==> src/rtl/eig2x2_pkg.sv <==
// Shared widths, constants and pipeline sideband types for the 2x2 eigen unit.
// No dependencies.
package eig2x2_pkg;

    localparam int DATA_W = 32;
    localparam int TOL_W  = 31;
    localparam int MAG_W  = 33;
    localparam int NRM_W  = 31;
    localparam int RAD_W  = 64;
    localparam int ROOT_W = RAD_W / 2;
    localparam int NUM_W  = 62;
    localparam int DEN_W  = 32;
    localparam int QUO_W  = 31;

    localparam logic signed [DATA_W-1:0] Q_ONE = 32'sh4000_0000;

    typedef struct packed {
        logic signed [DATA_W-1:0] a;
        logic signed [DATA_W-1:0] b;
        logic signed [DATA_W-1:0] c;
        logic signed [DATA_W-1:0] d;
        logic signed [DATA_W-1:0] h;
        logic                     row;
        logic                     off;
        logic                     cplx;
    } eig_disc_side_t;

    typedef struct packed {
        logic signed [DATA_W-1:0]     lo;
        logic signed [DATA_W-1:0]     hi;
        logic                         sat;
        logic                         axes;
        logic [1:0]                   zero;
        logic [3:0]                   neg;
        logic [3:0][NRM_W-1:0]        mag;
    } eig_norm_side_t;

    typedef struct packed {
        logic signed [DATA_W-1:0] lo;
        logic signed [DATA_W-1:0] hi;
        logic                     sat;
        logic                     axes;
        logic [1:0]               zero;
        logic [3:0]               neg;
    } eig_div_side_t;

endpackage

==> src/rtl/eig2x2_sqrt_pipe.sv <==
// Pipelined integer square root, one result bit per stage, several lanes.
// Depends on eig2x2_pkg for default widths.
module eig2x2_sqrt_pipe
    import eig2x2_pkg::*;
#(
    parameter int IW    = RAD_W,
    parameter int LANES = 1,
    parameter int PW    = 1
)
(
    input  logic                       clk,
    input  logic                       rst_n,
    input  logic                       in_valid,
    input  logic [LANES-1:0][IW-1:0]   in_rad,
    input  logic [PW-1:0]              in_side,
    output logic                       out_valid,
    output logic [LANES-1:0][IW/2-1:0] out_root,
    output logic [PW-1:0]              out_side
);
    localparam int RW   = IW / 2;
    localparam int REMW = RW + 2;
    localparam int CW   = RW + 4;

    logic [RW-1:0]              valid_reg;
    logic [LANES-1:0][IW-1:0]   rad_reg  [RW];
    logic [LANES-1:0][REMW-1:0] rem_reg  [RW];
    logic [LANES-1:0][RW-1:0]   root_reg [RW];
    logic [PW-1:0]              side_reg [RW];

    genvar g;
    generate
        for (g = 0; g < RW; g++)
        begin : g_step
            logic                       valid_in;
            logic [LANES-1:0][IW-1:0]   rad_in;
            logic [LANES-1:0][REMW-1:0] rem_in;
            logic [LANES-1:0][RW-1:0]   root_in;
            logic [PW-1:0]              side_in;
            logic [LANES-1:0][IW-1:0]   rad_next;
            logic [LANES-1:0][REMW-1:0] rem_next;
            logic [LANES-1:0][RW-1:0]   root_next;

            if (g == 0)
            begin : g_first
                assign valid_in = in_valid;
                assign rad_in   = in_rad;
                assign rem_in   = '0;
                assign root_in  = '0;
                assign side_in  = in_side;
            end
            else
            begin : g_rest
                assign valid_in = valid_reg[g-1];
                assign rad_in   = rad_reg[g-1];
                assign rem_in   = rem_reg[g-1];
                assign root_in  = root_reg[g-1];
                assign side_in  = side_reg[g-1];
            end

            always_comb
            begin : p_step
                logic [CW-1:0] cand;
                logic [CW-1:0] trial;
                cand  = '0;
                trial = '0;
                for (int l = 0; l < LANES; l++)
                begin
                    cand        = {rem_in[l], rad_in[l][IW-1 -: 2]};
                    trial       = {2'b00, root_in[l], 2'b01};
                    rad_next[l] = rad_in[l] << 2;
                    if (cand >= trial)
                    begin
                        rem_next[l]  = REMW'(cand - trial);
                        root_next[l] = {root_in[l][RW-2:0], 1'b1};
                    end
                    else
                    begin
                        rem_next[l]  = cand[REMW-1:0];
                        root_next[l] = {root_in[l][RW-2:0], 1'b0};
                    end
                end
            end

            always_ff @(posedge clk or negedge rst_n)
            begin
                if (!rst_n)
                    valid_reg[g] <= 1'b0;
                else
                    valid_reg[g] <= valid_in;
            end

            always_ff @(posedge clk)
            begin
                rad_reg[g]  <= rad_next;
                rem_reg[g]  <= rem_next;
                root_reg[g] <= root_next;
                side_reg[g] <= side_in;
            end
        end
    endgenerate

    assign out_valid = valid_reg[RW-1];
    assign out_root  = root_reg[RW-1];
    assign out_side  = side_reg[RW-1];

endmodule

==> config.mk <==
export PLATFORM = sky130hd
export DESIGN_NAME = eig2x2_sqrt_pipe
export DESIGN_NICKNAME = d
export VERILOG_FILES = /design/src/rtl/eig2x2_pkg.sv /design/src/rtl/eig2x2_sqrt_pipe.sv
export SDC_FILE = /design/constraint.sdc
export NUM_CORES = 2
export LEC_CHECK = 0
export BUFFER_PORTS_ARGS = -buffer_cell sky130_fd_sc_hd__buf_2
export CAP_MARGIN = 5
export CELL_PAD_IN_SITES_DETAIL_PLACEMENT = 2
export CELL_PAD_IN_SITES_GLOBAL_PLACEMENT = 2
export CORE_UTILIZATION = 30
export CTS_BUF_LIST = sky130_fd_sc_hd__clkbuf_4 sky130_fd_sc_hd__clkbuf_8
export CTS_CLUSTER_SIZE = 25
export DETAILED_ROUTE_END_ITERATION = 6
export HOLD_SLACK_MARGIN = 0.05
export PLACE_DENSITY_LB_ADDON = 0.1
export SKIP_LAST_GASP = 1
export SLEW_MARGIN = 20
export SYNTH_ARGS = -nofsm -noshare
export SYNTH_HDL_FRONTEND = slang
export SYNTH_MEMORY_MAX_BITS = 65536
export SYNTH_SLANG_ARGS = --single-unit
export TNS_END_PERCENT = 20
==> constraint.sdc <==
create_clock -name clk -period 3.6 [get_ports clk]
set_input_delay 0.54 -clock clk [delete_from_list [all_inputs] [get_ports clk]]
set_output_delay 0.54 -clock clk [all_outputs]
set_load 0.02 [all_outputs]
### Word level (Yosys, flattened, before mapping)

Memory sizes are Yosys's and may differ from the RTL's.
Index checks and enable logic that the tools add are counted.

* add/sub/neg operators: 32
* magnitude comparators: 32
* muxes and demuxes: 64

Operators by type and width (count)
* 36-bit by 34-bit greater-or-equal comparator with 1-bit output: 31
* 34-bit two-way mux: 32
* 34-bit subtractor: 31
* 1-bit two-way mux: 32
* 2-bit by 1-bit subtractor with 3-bit output, second input constant: 1
* 2-bit by 1-bit greater-or-equal comparator with 1-bit output, second input constant: 1

* register bits after elaboration: 32
* bits in writable memories: 4128
* bits of input ports: 68
* word-level logic and storage cells: 164
* memories kept: 4

Memory list
* rad_reg: words 32, bits a word 62, read ports 31, clocked after Yosys merged registers in 0, write ports 32, RTL line eig2x2_sqrt_pipe.sv:25 `logic [LANES-1:0][IW-1:0] rad_reg [RW];`
* rem_reg: words 32, bits a word 34, read ports 31, clocked after Yosys merged registers in 0, write ports 32, RTL line eig2x2_sqrt_pipe.sv:26 `logic [LANES-1:0][REMW-1:0] rem_reg [RW];`
* root_reg: words 32, bits a word 32, read ports 32, clocked after Yosys merged registers in 0, write ports 32, RTL line eig2x2_sqrt_pipe.sv:27 `logic [LANES-1:0][RW-1:0] root_reg [RW];`
* side_reg: words 32, bits a word 1, read ports 32, clocked after Yosys merged registers in 0, write ports 32, RTL line eig2x2_sqrt_pipe.sv:28 `logic [PW-1:0] side_reg [RW];`

### Logic depth before layout (Yosys ltp)

An unclocked memory read counts as a cell.

* word-level depth: 3
* mapped depth: 14

### Worst setup path after synthesis

OpenSTA, ideal clock, no wires.

* path kind: register to register
* from: memory rem_reg[0][118] (netlist bit)
* to: memory rem_reg[0][162] (netlist bit)
* data arrival time: 3.307 ns
* required time: 3.466 ns
* path slack: 0.159 ns
* cell stages (with the launch flop): 12
* cell sequence: dfxtp_1 or4_4 or4_4 or4_1 or3_1 or4b_1 buf_2 and4_1 buf_2 nand2b_2 nor4_1 xor2_1

RTL lines (RTL line)
* start, declared: eig2x2_sqrt_pipe.sv:26

==> qor.yml <==
outcome: "completed"
ir_drop_uv: 344
yosysUniqueCellTypes: 88
syn_area_per_cell_um2: 10.2
grt-ovfl-total: 0
synth_flop_cell: "sky130_fd_sc_hd__dfxtp_1"
worst_r2r_startpoint: "root_reg[1][371]"
rsz_0062_raised_after_global_routing: "yes"
largest_family_of_logic_cells_by_synthesized_area: "simple AND/OR/NAND/NOR gates"
gp_congestion: 0.781
drc_errors_left: 0
post_drt_via_cell_ratio: 4.64
fin_cells: 14426
drive_gt1_share_pct: 12.6
timing.setup.critical_path_class: "reg2reg"
final_period_util_pct: 98.8
synthesized_nets: 9850
fp.dieArea_um2: 316000
routed_wirelength_um: 264000
fin_util_pct: 36.1
portBuffers: 101
antenna_found_initial: 7
synth-compound-area-share_pct: 12.2
detailedRoute.firstIterationViolations: 2064
max_cap_viol_count: 0
via_count_of_the_first_global_routing_pass: 74206
share_of_cell_area_taken_by_muxes_after_synthesis_pct: 0.892
yosys_warnings: 0
cts-root-buf: "sky130_fd_sc_hd__clkbuf_8"
ctsHtreeMaxLevel: 5
power_density_nw_per_um2: 707
min_delay_path_depth: 2
placeableCoreArea_um2: 312000
worst_path_max_fanout: 18
synth_xor_xnor_area_share_pct: 7.65
detail_route.first_pass.iterations: 5
cts_tree: "built"
number_of_vias_in_the_routed_layout: 67006
synth_edf_count: 0
number_of_cells_on_the_worst_reg_to_reg_path: 11
worstHoldStart: "in_rad[46]"
cts_made_buffers: 444
hold-path-endpoint: "rad_reg[0][46]"
minimum_clock_period_ns: 3.56
finish.net_count: 10546
leakagePower_uw: 0.0520
timing_worst_slew_pin_value_ns: 0.883
min_path_type: "in2reg"
multiInputGateArea_um2: 38900
final_common_cell: "sky130_fd_sc_hd__dfxtp_1"
worst_ep_arrival_time_ns: 4.44
synth_fa_ha_area_share_pct: 7.48
yosys_register_bits: 2587
post_place_instance_area_um2: 101000
area_growth_pct: 19.6
skew_ns: 0.0835
post-route-cell-area_um2: 112000
worstPathRequired_ns: 4.49
setup.reg_to_reg.worst_slack_ns: 0.04
slew-limit-headroom_pct: 40.4
timing.final.hold_violations: 0
synthesized_instance_count: 9220
fillers: 33715
sequential_to_total_area_share_from_yosys_stat_pct: 55.3
mostFrequentLayoutCells: "sky130_fd_sc_hd__dfxtp_1, sky130_fd_sc_hd__inv_1, sky130_fd_sc_hd__nor2_1"
ios: 102
postSynth.asyncResetShare_pct: 1.24
clk_pin_slew_ns: 0.06
ant_nets: 0
setup_total_neg_slack_ns: 0
critical_path.endpoint_type: "flop"
synthesis.area_um2: 94000
routedWlPerCell_um: 18.3
synth_simple_gate_area_share_pct: 13.0
fp.dieW_um: 562
ctsLongestPathBuffers: 4
largest_reg_flops: 1003
clk_latency_ns: 1.08
dpl.hpwl_um: 203000
placedCellCount: 13468
fp.dieH_um: 562
clock.fmax_ghz: 0.281
finalSetupViolations: 0
seq_area_um2: 52000
setup.worst_path.start_class: "flop"
grt_start_max_net_pins: 48
initial_util_pct: 30.1
fp-row-count: 205
tritoncts_num_sinks: 2587
slew_viol_final: 0
wire_length_of_the_first_global_routing_pass_um: 419000
groute.usage.overall_pct: 16.6
r2r_end: "rem_reg[1][425]"
layout make-up:
type | count | area share [%]
Inverter | 710 | 2.37
Sequential cell | 2587 | 46.2
Multi-Input combinational cell | 5755 | 34.6
Clock buffer | 677 | 7.68
Tap cell | 4140 | 4.61
Antenna cell | 6 | 0.0134
Timing Repair Buffer | 418 | 3.04
Clock inverter | 133 | 1.49
metrics by stage:
stage	hold WS [ns]	power [µW]	setup WS (ns)
after floorplan	0.244	45000	0.159
after global placement	0.310	50100	0.00593
after detailed placement	0.313	50400	-0.0204
after CTS	0.0534	81400	-0.0470
after global routing	0.105	84400	-0.158
final	0.216	79500	0.0425
synth_stat cells, types with 65 or more instances:
cell type | instances | area share, %
sky130_fd_sc_hd__a21o_1 | 220 | 1.8
sky130_fd_sc_hd__a21oi_1 | 572 | 3.0
sky130_fd_sc_hd__clkbuf_1 | 154 | 0.61
sky130_fd_sc_hd__dfxtp_1 | 2555 | 54
sky130_fd_sc_hd__ha_1 | 562 | 7.5
sky130_fd_sc_hd__inv_1 | 702 | 2.8
sky130_fd_sc_hd__nand2_1 | 574 | 2.3
sky130_fd_sc_hd__nand2b_1 | 111 | 0.74
sky130_fd_sc_hd__nand3_1 | 168 | 0.89
sky130_fd_sc_hd__nand4_1 | 107 | 0.71
sky130_fd_sc_hd__nor2_1 | 581 | 2.3
sky130_fd_sc_hd__nor2b_1 | 90 | 0.60
sky130_fd_sc_hd__nor3_1 | 261 | 1.4
sky130_fd_sc_hd__nor4_1 | 109 | 0.73
sky130_fd_sc_hd__o21a_1 | 104 | 0.83
sky130_fd_sc_hd__o21ai_0 | 468 | 2.5
sky130_fd_sc_hd__o31ai_1 | 65 | 0.52
sky130_fd_sc_hd__or3_1 | 117 | 0.78
sky130_fd_sc_hd__or4_1 | 65 | 0.52
sky130_fd_sc_hd__xnor2_1 | 425 | 4.0
sky130_fd_sc_hd__xor2_1 | 396 | 3.7
cell families after synthesis:
family          after synthesis
fa+ha+maj                   562
xor+xnor                    821
mux                          76
buf+inv                     878
flops                      2587
other cells                   1
simple gates               2449
compound gates             1846
worst max-delay path by stage:
stage | depth (start not counted) | startpoint | to | slack [ns]
after floorplan | 11 | rem_reg[0][118] | rem_reg[0][162] | 0.16
after global placement | 12 | root_reg[1][160] | rem_reg[1][212] | 0.006
after detailed placement | 13 | root_reg[1][160] | rem_reg[1][213] | -0.02
after CTS | 8 | rem_reg[0][118] | rem_reg[0][161] | -0.05
after global routing | 12 | root_reg[0][480] | rem_reg[1][21] | -0.16
final | 11 | root_reg[1][371] | rem_reg[1][425] | 0.04
critical path: stages, from the launching register on:
cell and delay (ns):
sky130_fd_sc_hd__dfxtp_1 0.33, sky130_fd_sc_hd__inv_1 0.05, sky130_fd_sc_hd__ha_1 0.36, sky130_fd_sc_hd__a21oi_1 0.22, sky130_fd_sc_hd__o21ai_0 0.20, sky130_fd_sc_hd__a221oi_1 0.36
sky130_fd_sc_hd__o2111ai_2 0.20, sky130_fd_sc_hd__a311oi_1 0.34, sky130_fd_sc_hd__or4b_2 0.64, sky130_fd_sc_hd__nand2_1 0.15, sky130_fd_sc_hd__buf_4 0.31, sky130_fd_sc_hd__o21ai_0 0.23
timing repair:
item                                   4_1_cts  5_1_grt
endpoints found under the hold margin       99        0
hold buffers                               131        0
gates resized for setup                      3       16
setup endpoints to repair                   17      161
buffers inserted                             0       10
cloned                                       0        1
pin swaps                                    0        4
routing by layer:
| metal | global-route usage (%) | vias up | routed length [µm] |
|---|---|---|---|
| met1 | 19.7 | 32731 | 115000 |
| met3 | 2.12 | 459 | 6510 |
| li1 | - | 33114 | - |
| met5 | 0 | - | 0 |
| met4 | 5.32 | 0 | 7450 |
| met2 | 30.7 | 702 | 135000 |
power by group:
group,total [µW],switching [µW],internal (µW)
logic,12500,7030,5470
clock network,30000,12200,17700
registers,37100,3820,33300
Power figures use the tool's default switching activity.
