--- config.mk ---
export PLATFORM = sky130hd
export DESIGN_NAME = eig2x2_div_pipe
export DESIGN_NICKNAME = d
export VERILOG_FILES = /design/src/rtl/eig2x2_pkg.sv /design/src/rtl/eig2x2_div_pipe.sv
export SDC_FILE = /design/constraint.sdc
export NUM_CORES = 2
export LEC_CHECK = 0
export ABC_CLOCK_PERIOD_IN_PS = 3350
export BUFFER_PORTS_ARGS = -buffer_cell sky130_fd_sc_hd__buf_2
export CAP_MARGIN = 15
export CELL_PAD_IN_SITES_DETAIL_PLACEMENT = 1
export CELL_PAD_IN_SITES_GLOBAL_PLACEMENT = 2
export CORE_ASPECT_RATIO = 1.5
export CORE_MARGIN = 5
export CORE_UTILIZATION = 30
export CTS_CLUSTER_SIZE = 30
export DETAILED_ROUTE_END_ITERATION = 7
export PLACE_DENSITY_LB_ADDON = 0.12
export RECOVER_POWER = 25
export SYNTH_ARGS = -nofsm -noshare
export SYNTH_HDL_FRONTEND = slang
export SYNTH_SLANG_ARGS = --single-unit
--- constraint.sdc ---
create_clock -name clk -period 3.35 [get_ports clk]
set_input_delay 0.335 -clock clk [delete_from_list [all_inputs] [get_ports clk]]
set_output_delay 0.335 -clock clk [all_outputs]
set_load 0.02 [all_outputs]
--- src/rtl/eig2x2_pkg.sv ---
// Shared widths, constants and pipeline sideband types for the 2x2 eigen unit.
// No dependencies.
package eig2x2_pkg;

    localparam int DATA_W = 32;
    localparam int TOL_W  = 31;
    localparam int MAG_W  = 33;
    localparam int NRM_W  = 31;
    localparam int RAD_W  = 64;
    localparam int ROOT_W = RAD_W / 2;
    localparam int NUM_W  = 62;
    localparam int DEN_W  = 32;
    localparam int QUO_W  = 31;

    localparam logic signed [DATA_W-1:0] Q_ONE = 32'sh4000_0000;

    typedef struct packed {
        logic signed [DATA_W-1:0] a;
        logic signed [DATA_W-1:0] b;
        logic signed [DATA_W-1:0] c;
        logic signed [DATA_W-1:0] d;
        logic signed [DATA_W-1:0] h;
        logic                     row;
        logic                     off;
        logic                     cplx;
    } eig_disc_side_t;

    typedef struct packed {
        logic signed [DATA_W-1:0]     lo;
        logic signed [DATA_W-1:0]     hi;
        logic                         sat;
        logic                         axes;
        logic [1:0]                   zero;
        logic [3:0]                   neg;
        logic [3:0][NRM_W-1:0]        mag;
    } eig_norm_side_t;

    typedef struct packed {
        logic signed [DATA_W-1:0] lo;
        logic signed [DATA_W-1:0] hi;
        logic                     sat;
        logic                     axes;
        logic [1:0]               zero;
        logic [3:0]               neg;
    } eig_div_side_t;

endpackage

--- src/rtl/eig2x2_div_pipe.sv ---
// Pipelined restoring divider, one quotient bit per stage, several lanes.
// Depends on eig2x2_pkg for default widths.
module eig2x2_div_pipe
    import eig2x2_pkg::*;
#(
    parameter int NW    = NUM_W,
    parameter int DW    = DEN_W,
    parameter int QW    = QUO_W,
    parameter int LANES = 1,
    parameter int PW    = 1
)
(
    input  logic                     clk,
    input  logic                     rst_n,
    input  logic                     in_valid,
    input  logic [LANES-1:0][NW-1:0] in_num,
    input  logic [LANES-1:0][DW-1:0] in_den,
    input  logic [PW-1:0]            in_side,
    output logic                     out_valid,
    output logic [LANES-1:0][QW-1:0] out_quo,
    output logic [PW-1:0]            out_side
);
    logic [QW-1:0]            valid_reg;
    logic [LANES-1:0][QW-1:0] low_reg [QW];
    logic [LANES-1:0][DW-1:0] rem_reg [QW];
    logic [LANES-1:0][DW-1:0] den_reg [QW];
    logic [LANES-1:0][QW-1:0] quo_reg [QW];
    logic [PW-1:0]            side_reg [QW];

    genvar g;
    generate
        for (g = 0; g < QW; g++)
        begin : g_step
            logic                     valid_in;
            logic [LANES-1:0][QW-1:0] low_in;
            logic [LANES-1:0][DW-1:0] rem_in;
            logic [LANES-1:0][DW-1:0] den_in;
            logic [LANES-1:0][QW-1:0] quo_in;
            logic [PW-1:0]            side_in;
            logic [LANES-1:0][QW-1:0] low_next;
            logic [LANES-1:0][DW-1:0] rem_next;
            logic [LANES-1:0][QW-1:0] quo_next;

            if (g == 0)
            begin : g_first
                assign valid_in = in_valid;
                assign den_in   = in_den;
                assign quo_in   = '0;
                assign side_in  = in_side;
                for (genvar l = 0; l < LANES; l++)
                begin : g_lane
                    assign low_in[l] = in_num[l][QW-1:0];
                    assign rem_in[l] = DW'(in_num[l] >> QW);
                end
            end
            else
            begin : g_rest
                assign valid_in = valid_reg[g-1];
                assign low_in   = low_reg[g-1];
                assign rem_in   = rem_reg[g-1];
                assign den_in   = den_reg[g-1];
                assign quo_in   = quo_reg[g-1];
                assign side_in  = side_reg[g-1];
            end

            always_comb
            begin : p_step
                logic [DW:0] cand;
                cand = '0;
                for (int l = 0; l < LANES; l++)
                begin
                    cand        = {rem_in[l], low_in[l][QW-1]};
                    low_next[l] = low_in[l] << 1;
                    if (cand >= {1'b0, den_in[l]})
                    begin
                        rem_next[l] = DW'(cand - {1'b0, den_in[l]});
                        quo_next[l] = {quo_in[l][QW-2:0], 1'b1};
                    end
                    else
                    begin
                        rem_next[l] = cand[DW-1:0];
                        quo_next[l] = {quo_in[l][QW-2:0], 1'b0};
                    end
                end
            end

            always_ff @(posedge clk or negedge rst_n)
            begin
                if (!rst_n)
                    valid_reg[g] <= 1'b0;
                else
                    valid_reg[g] <= valid_in;
            end

            always_ff @(posedge clk)
            begin
                low_reg[g]  <= low_next;
                rem_reg[g]  <= rem_next;
                den_reg[g]  <= den_in;
                quo_reg[g]  <= quo_next;
                side_reg[g] <= side_in;
            end
        end
    endgenerate

    assign out_valid = valid_reg[QW-1];
    assign out_quo   = quo_reg[QW-1];
    assign out_side  = side_reg[QW-1];

endmodule

; ---- Word level (Yosys, flattened, before mapping)
; Memory sizes are Yosys's and may differ from the RTL's.
; Index checks and enable logic that the tools add are counted.
; W data, S select, Z words.
[totals]
in_bits = 98
mem_bits_rw = 3906
register_bits = 31
memories = 5
output_inout_bits = 33
[mem_list]
columns = name, words, width, rd, rd_clocked_by_memory_dff, write_ports, line_no
row1 = den_reg, 31, 32, 30, 0, 31, eig2x2_div_pipe.sv:26  ; logic [LANES-1:0][DW-1:0] den_reg [QW];
row2 = rem_reg, 31, 32, 30, 0, 31, eig2x2_div_pipe.sv:25  ; logic [LANES-1:0][DW-1:0] rem_reg [QW];
row3 = quo_reg, 31, 31, 31, 0, 31, eig2x2_div_pipe.sv:27  ; logic [LANES-1:0][QW-1:0] quo_reg [QW];
row4 = low_reg, 31, 30, 30, 0, 31, eig2x2_div_pipe.sv:24  ; logic [LANES-1:0][QW-1:0] low_reg [QW];
row5 = side_reg, 31, 1, 31, 0, 31, eig2x2_div_pipe.sv:28  ; logic [PW-1:0] side_reg [QW];
[classes]
n_mux = 62
n_addsub = 31
magnitude_cmp = 31
[ops]
columns = operator, count
row1 = $mux W32, 31
row2 = $sub A32 B32 Y32, 31
row3 = $ge A33 B32 Y1, 30
row4 = $ge A32 B32 Y1, 1
row5 = $mux W1, 31

; ---- Longest topological paths before layout
; An unclocked memory read counts as a cell.
[logic_depth]
ltp_word = 3
depth_mapped = 16
depth_no_buf = 14

; ---- Worst setup path before layout
; OpenSTA, ideal clock, no wires.
[synth_path]
path_kind = register -> register
from = memory den_reg[2][34] (netlist bit)
to = memory rem_reg[0][217] (netlist bit)
synth_period_minus_slack_ps = 3260
arrival_ps = 3139
setup_slack_ps = 90
stages_incl_launch_ff = 15
path_buffers = 1
setup_ps = 121
path_cell_list = dfxtp_1 inv_1 ha_1 o21ai_0 a21oi_1 o31ai_1 o21bai_1 a211o_1 a221o_1 and2_1 o21ai_2 o21ai_1 a21oi_2 buf_6 mux2_2
[synth_lines]
columns = element, line_no
row1 = start: declaration, eig2x2_div_pipe.sv:26
row2 = end: declaration, eig2x2_div_pipe.sv:25

==> results <==
- The flow ran to the end, but the final reports show violations.
- The checks that failed: negative setup slack.
- The portion of total power attributed to the clock network is 19.7%.
- IR analysis of the VDD net gives a maximum drop of 0.5011 mV.
- The number of top-level pins is 131.
- The top fanout value on the critical path is 8.
- After detailed routing, the number of remaining DRC violations is 0.
- The total count of max-transition violations in the final report is 0.
- The post-route setup TNS is -0.2703 ns.
- The half-perimeter wire length after placement is 314400 um.
- The count of synthesis-stage warnings from yosys is 0.
- TritonCTS built the clock tree.
- The tightest min-delay check is of the primary input to register type.
- Summed over all layers, the global routing overflow is 0.
- The detailed-router iteration count before antenna repair is 5.
- Leaving out fill and tap cells, the most frequent cells in the layout are dfxtp_1 (2803), buf_4 (1362), inv_1 (1224), ha_1 (921), a21oi_1 (909).
- Net switching is about two fifths of the power.
- The final critical path time including I/O delays and setup is 3.423 ns.
- The number of global-route vias before repair is 104000.
- The count of different cell masters after synthesis is 99.
- For the worst setup path, the data arrival time is 4.26 ns.
- The worst setup path is captured at a register.
- The net switching power figure is 71.07 mW.
- Dividing total power by cell area gives a power density of 1173 nW/um^2.
- The net count after synthesis is 13630.
- Across every metal layer, demand over resource in global routing totals 18.39%.
- Clock latency on the worst-skew pair, taken at its later pin, is 0.97 ns.
- Measured along the x axis, the die boundary spans 529.5 um.
- The timing-limited maximum frequency is 0.2922 GHz.
- The hold violation count in the final report is 0.
- The average size of a mapped cell is roughly 9.7 um^2.
- The total standard cell area after synthesis is 121400 um^2.
- Summed over all cells, the static leakage comes to just over 70 nW.
- Setup repair after global routing could not meet its margin everywhere.
- Buffers placed on the I/O ports in this run total 130.
- The clock passes through at most 4 buffers.
- The count of nets left with antenna violations once routing finished came out at 0.
- The number of antenna violations at the first check in global routing is 6.
- The combinational power share is around half.
- Of all flip-flops after synthesis, the portion carrying an async set or reset was 1.053%.
- The cell chosen for the clock root is clkbuf_16.
- The pre-CTS setup slack is -0.5694 ns.
- Counting the buffers created by CTS gives 308.
- In this run the standard cell core region covers 404000 um^2.
- The first global-routing pass estimated around 600000 um of wire.
- The die span in y is 789.2 um.
- Clock skew on the completed layout was measured at 0.06822 ns.
- Among all flip-flop cells after synthesis, the most frequent one is dfxtp_1.
- The violation count after the first detailed-route iteration is between 3000 and 4000.
- Data on the critical path is required at its endpoint by between 4 and 5 ns.
- The floorplan step defined a die boundary enclosing around 420000 um^2.
- The critical path goes through inv_2, ha_4, nor2b_4, o31a_1, o31ai_2, buf_4, o211ai_1, buf_4, a21o_1, a41o_1, o31a_1, a31oi_2, a31o_4, buf_12, buf_12, a211oi_2, a21o_1.
- Max-cap violations in this run came to 0.
- Of the available clock period, the critical path in the final layout requires 102.2%.
- Clock-pin slew was measured on the worst setup and hold paths at 0.06 ns.
- Setup slack on the critical path of the routed design comes to -0.07287 ns.
- Across all layers, the routed design uses between 90000 and 100k vias.
- The highest cell delay on the worst timing path is 0.33 ns.
- Yosys mapped a number of flops with a built-in enable equal to 0.
- Sequential cells burn 28.7% of the power.
- Relative to the synthesized area, the layout overhead comes to 29.90%.
- The setup path with the least slack is of type register to register.
- The initialized floorplan defines ~290 standard-cell rows.
- Entering global routing, the biggest net connects 48 pins.
- The clock net sink count is 2943.
- The number of setup violations in the final report is 11.
- The routed design has between 300000 and 400000 um of wire.
- The average vias per placed instance is 4.725.
- The synthesized instance count is 12510.
- The final weighted congestion of routability-driven global placement is 0.8361.
- The leading cell type in the layout, fill and taps excluded is dfxtp_1.
- The H-tree generated during clock tree synthesis spans 5 levels.
- The transition time at the pin with the least slew margin is 1.039 ns.
- Once the floorplan was initialized, standard cells occupied 30.06% of the core.
- The type of element launching the critical path is a register.
- The fraction of layout instances using a drive strength above 1 is approximately 22%.
- The slowest stage of the critical path belongs to the cell dfxtp_2.
- The total internal power is 114.0 mW.
- The relative slew slack is 30.19%.
- Summing the sequential cell areas from Yosys gives between 40% and 50% of the chip area.
- After detailed routing, the average wire length per cell comes to 20.01 um.
- For this run, the post-layout net count is 15500.
- The register bit total from synthesis is 2943.
## kinds of logic (layout without fill, tap and decap cells)
family / Yosys count / after routing / synth area share (%)
and+or+nand+nor: 2616 / 2616 / 10.11
adders and majority gates: 1022 / 1022 / 10.72
buffers and inverters: 1518 / 3622 / 4.803
other: 0 / 4 / 0
DFF: 2943 / 2943 / 48.64
xor gates and xnor gates: 790 / 790 / 5.698
AOI/OAI and AO/OA: 3286 / 3287 / 16.83
muxes: 339 / 339 / 3.193
## cell type report
class / instances / area (um^2)
repair buffers: 1827 / 15810
flip-flops and latches: 2943 / 59240
fillers: 44950 / 246300
clock buffers: 406 / 8755
inverters: 1246 / 4684
clock inverters: 143 / 2113
diodes: 4 / 10.01
well taps: 5328 / 6666
multi-input cells: 8054 / 60470
## worst paths after layout
kind / start / endpoint / slack (ns) / cells past startpoint
worst min register to register: low_reg[0][230] / low_reg[0][261] / 0.27 / 0
worst max-delay path: den_reg[5][33] / rem_reg[0][388] / -0.07 / 17
worst min-delay path: in_num[59] / rem_reg[0][29] / 0.18 / 3
worst max register to register: den_reg[5][33] / rem_reg[0][388] / -0.07 / 17
min in group asynchronous: rst_n / out_valid / 0.39 / 4
max in group asynchronous: rst_n / g_step[26].valid_in / 2.80 / 4
## worst max-delay path: cells and delay by family (launching register included)
family          cells  cell delay [ns]
buf+inv             5             0.66
flops               1             0.33
compound gates     10             1.96
fa+ha+maj           1             0.21
simple gates        1             0.12
## Yosys cell counts (39+ instances only)
cell type | n | area share [%]
nor2b_1 | 142 | 0.73
clkbuf_1 | 208 | 0.64
mux2_2 | 287 | 2.7
buf_2 | 51 | 0.21
nand2b_1 | 126 | 0.65
dfxtp_1 | 2912 | 48
o21ai_0 | 835 | 3.4
o31a_1 | 40 | 0.29
a211oi_1 | 77 | 0.48
nor2_1 | 641 | 2.0
nand2_1 | 892 | 2.8
and3_1 | 79 | 0.41
a21oi_1 | 1009 | 4.2
xor2_1 | 329 | 2.4
o21bai_1 | 139 | 0.86
xnor2_1 | 461 | 3.3
inv_1 | 1244 | 3.8
nand4_1 | 161 | 0.83
ha_1 | 992 | 10
o31ai_1 | 81 | 0.50
nand3_1 | 191 | 0.79
nor3_1 | 140 | 0.58
o211ai_1 | 39 | 0.24
a31oi_1 | 97 | 0.50
and2_1 | 53 | 0.27
o21a_1 | 127 | 0.79
a21o_1 | 504 | 3.1
## timing repair
action / in CTS / in global routing
resized for setup: 522 / 581
hold buffers: 170 / 0
pin swaps: 137 / 268
hold endpoints to repair: 128 / 0
setup endpoints to repair: 788 / 812
cloned: 25 / 23
setup buffers: 83 / 121
## per-stage QoR
stage          hold slack (ns)  power, mW  cells  instance area, um^2  utilization, %
6_report                0.1808      185.1  19950               157700           39.05
5_1_grt                 0.1293      198.4  19950               157700           39.05
4_1_cts                0.02554      183.1  19810               154000           38.12
3_5_place_dp            0.3132      138.5  18990               138100           34.18
3_3_place_gp            0.3097      137.4  18990               138100           34.18
2_1_floorplan          0.03941      104.0  12510               121400               -
## power by group through the flow
stage,clock [mW],sequential (mW),combinational [mW]
finish,36.4,53.0,95.6
global route,39.3,54.0,105
CTS,38.0,53.5,91.6
detailed placement,0,54.0,84.5
global placement,0,54.1,83.3
floorplan,0,49.5,54.5
## layer usage
layer | wire, um | global-route usage, % | vias to the layer above
met2 | 233800 | 39.30 | 1039
met5 | 0 | 0 | -
met1 | 138600 | 17.15 | 45750
met4 | 18220 | 7.305 | 0
li1 | - | - | 46770
met3 | 8611 | 1.942 | 721
No activity file was read; power rests on OpenSTA's default activity.
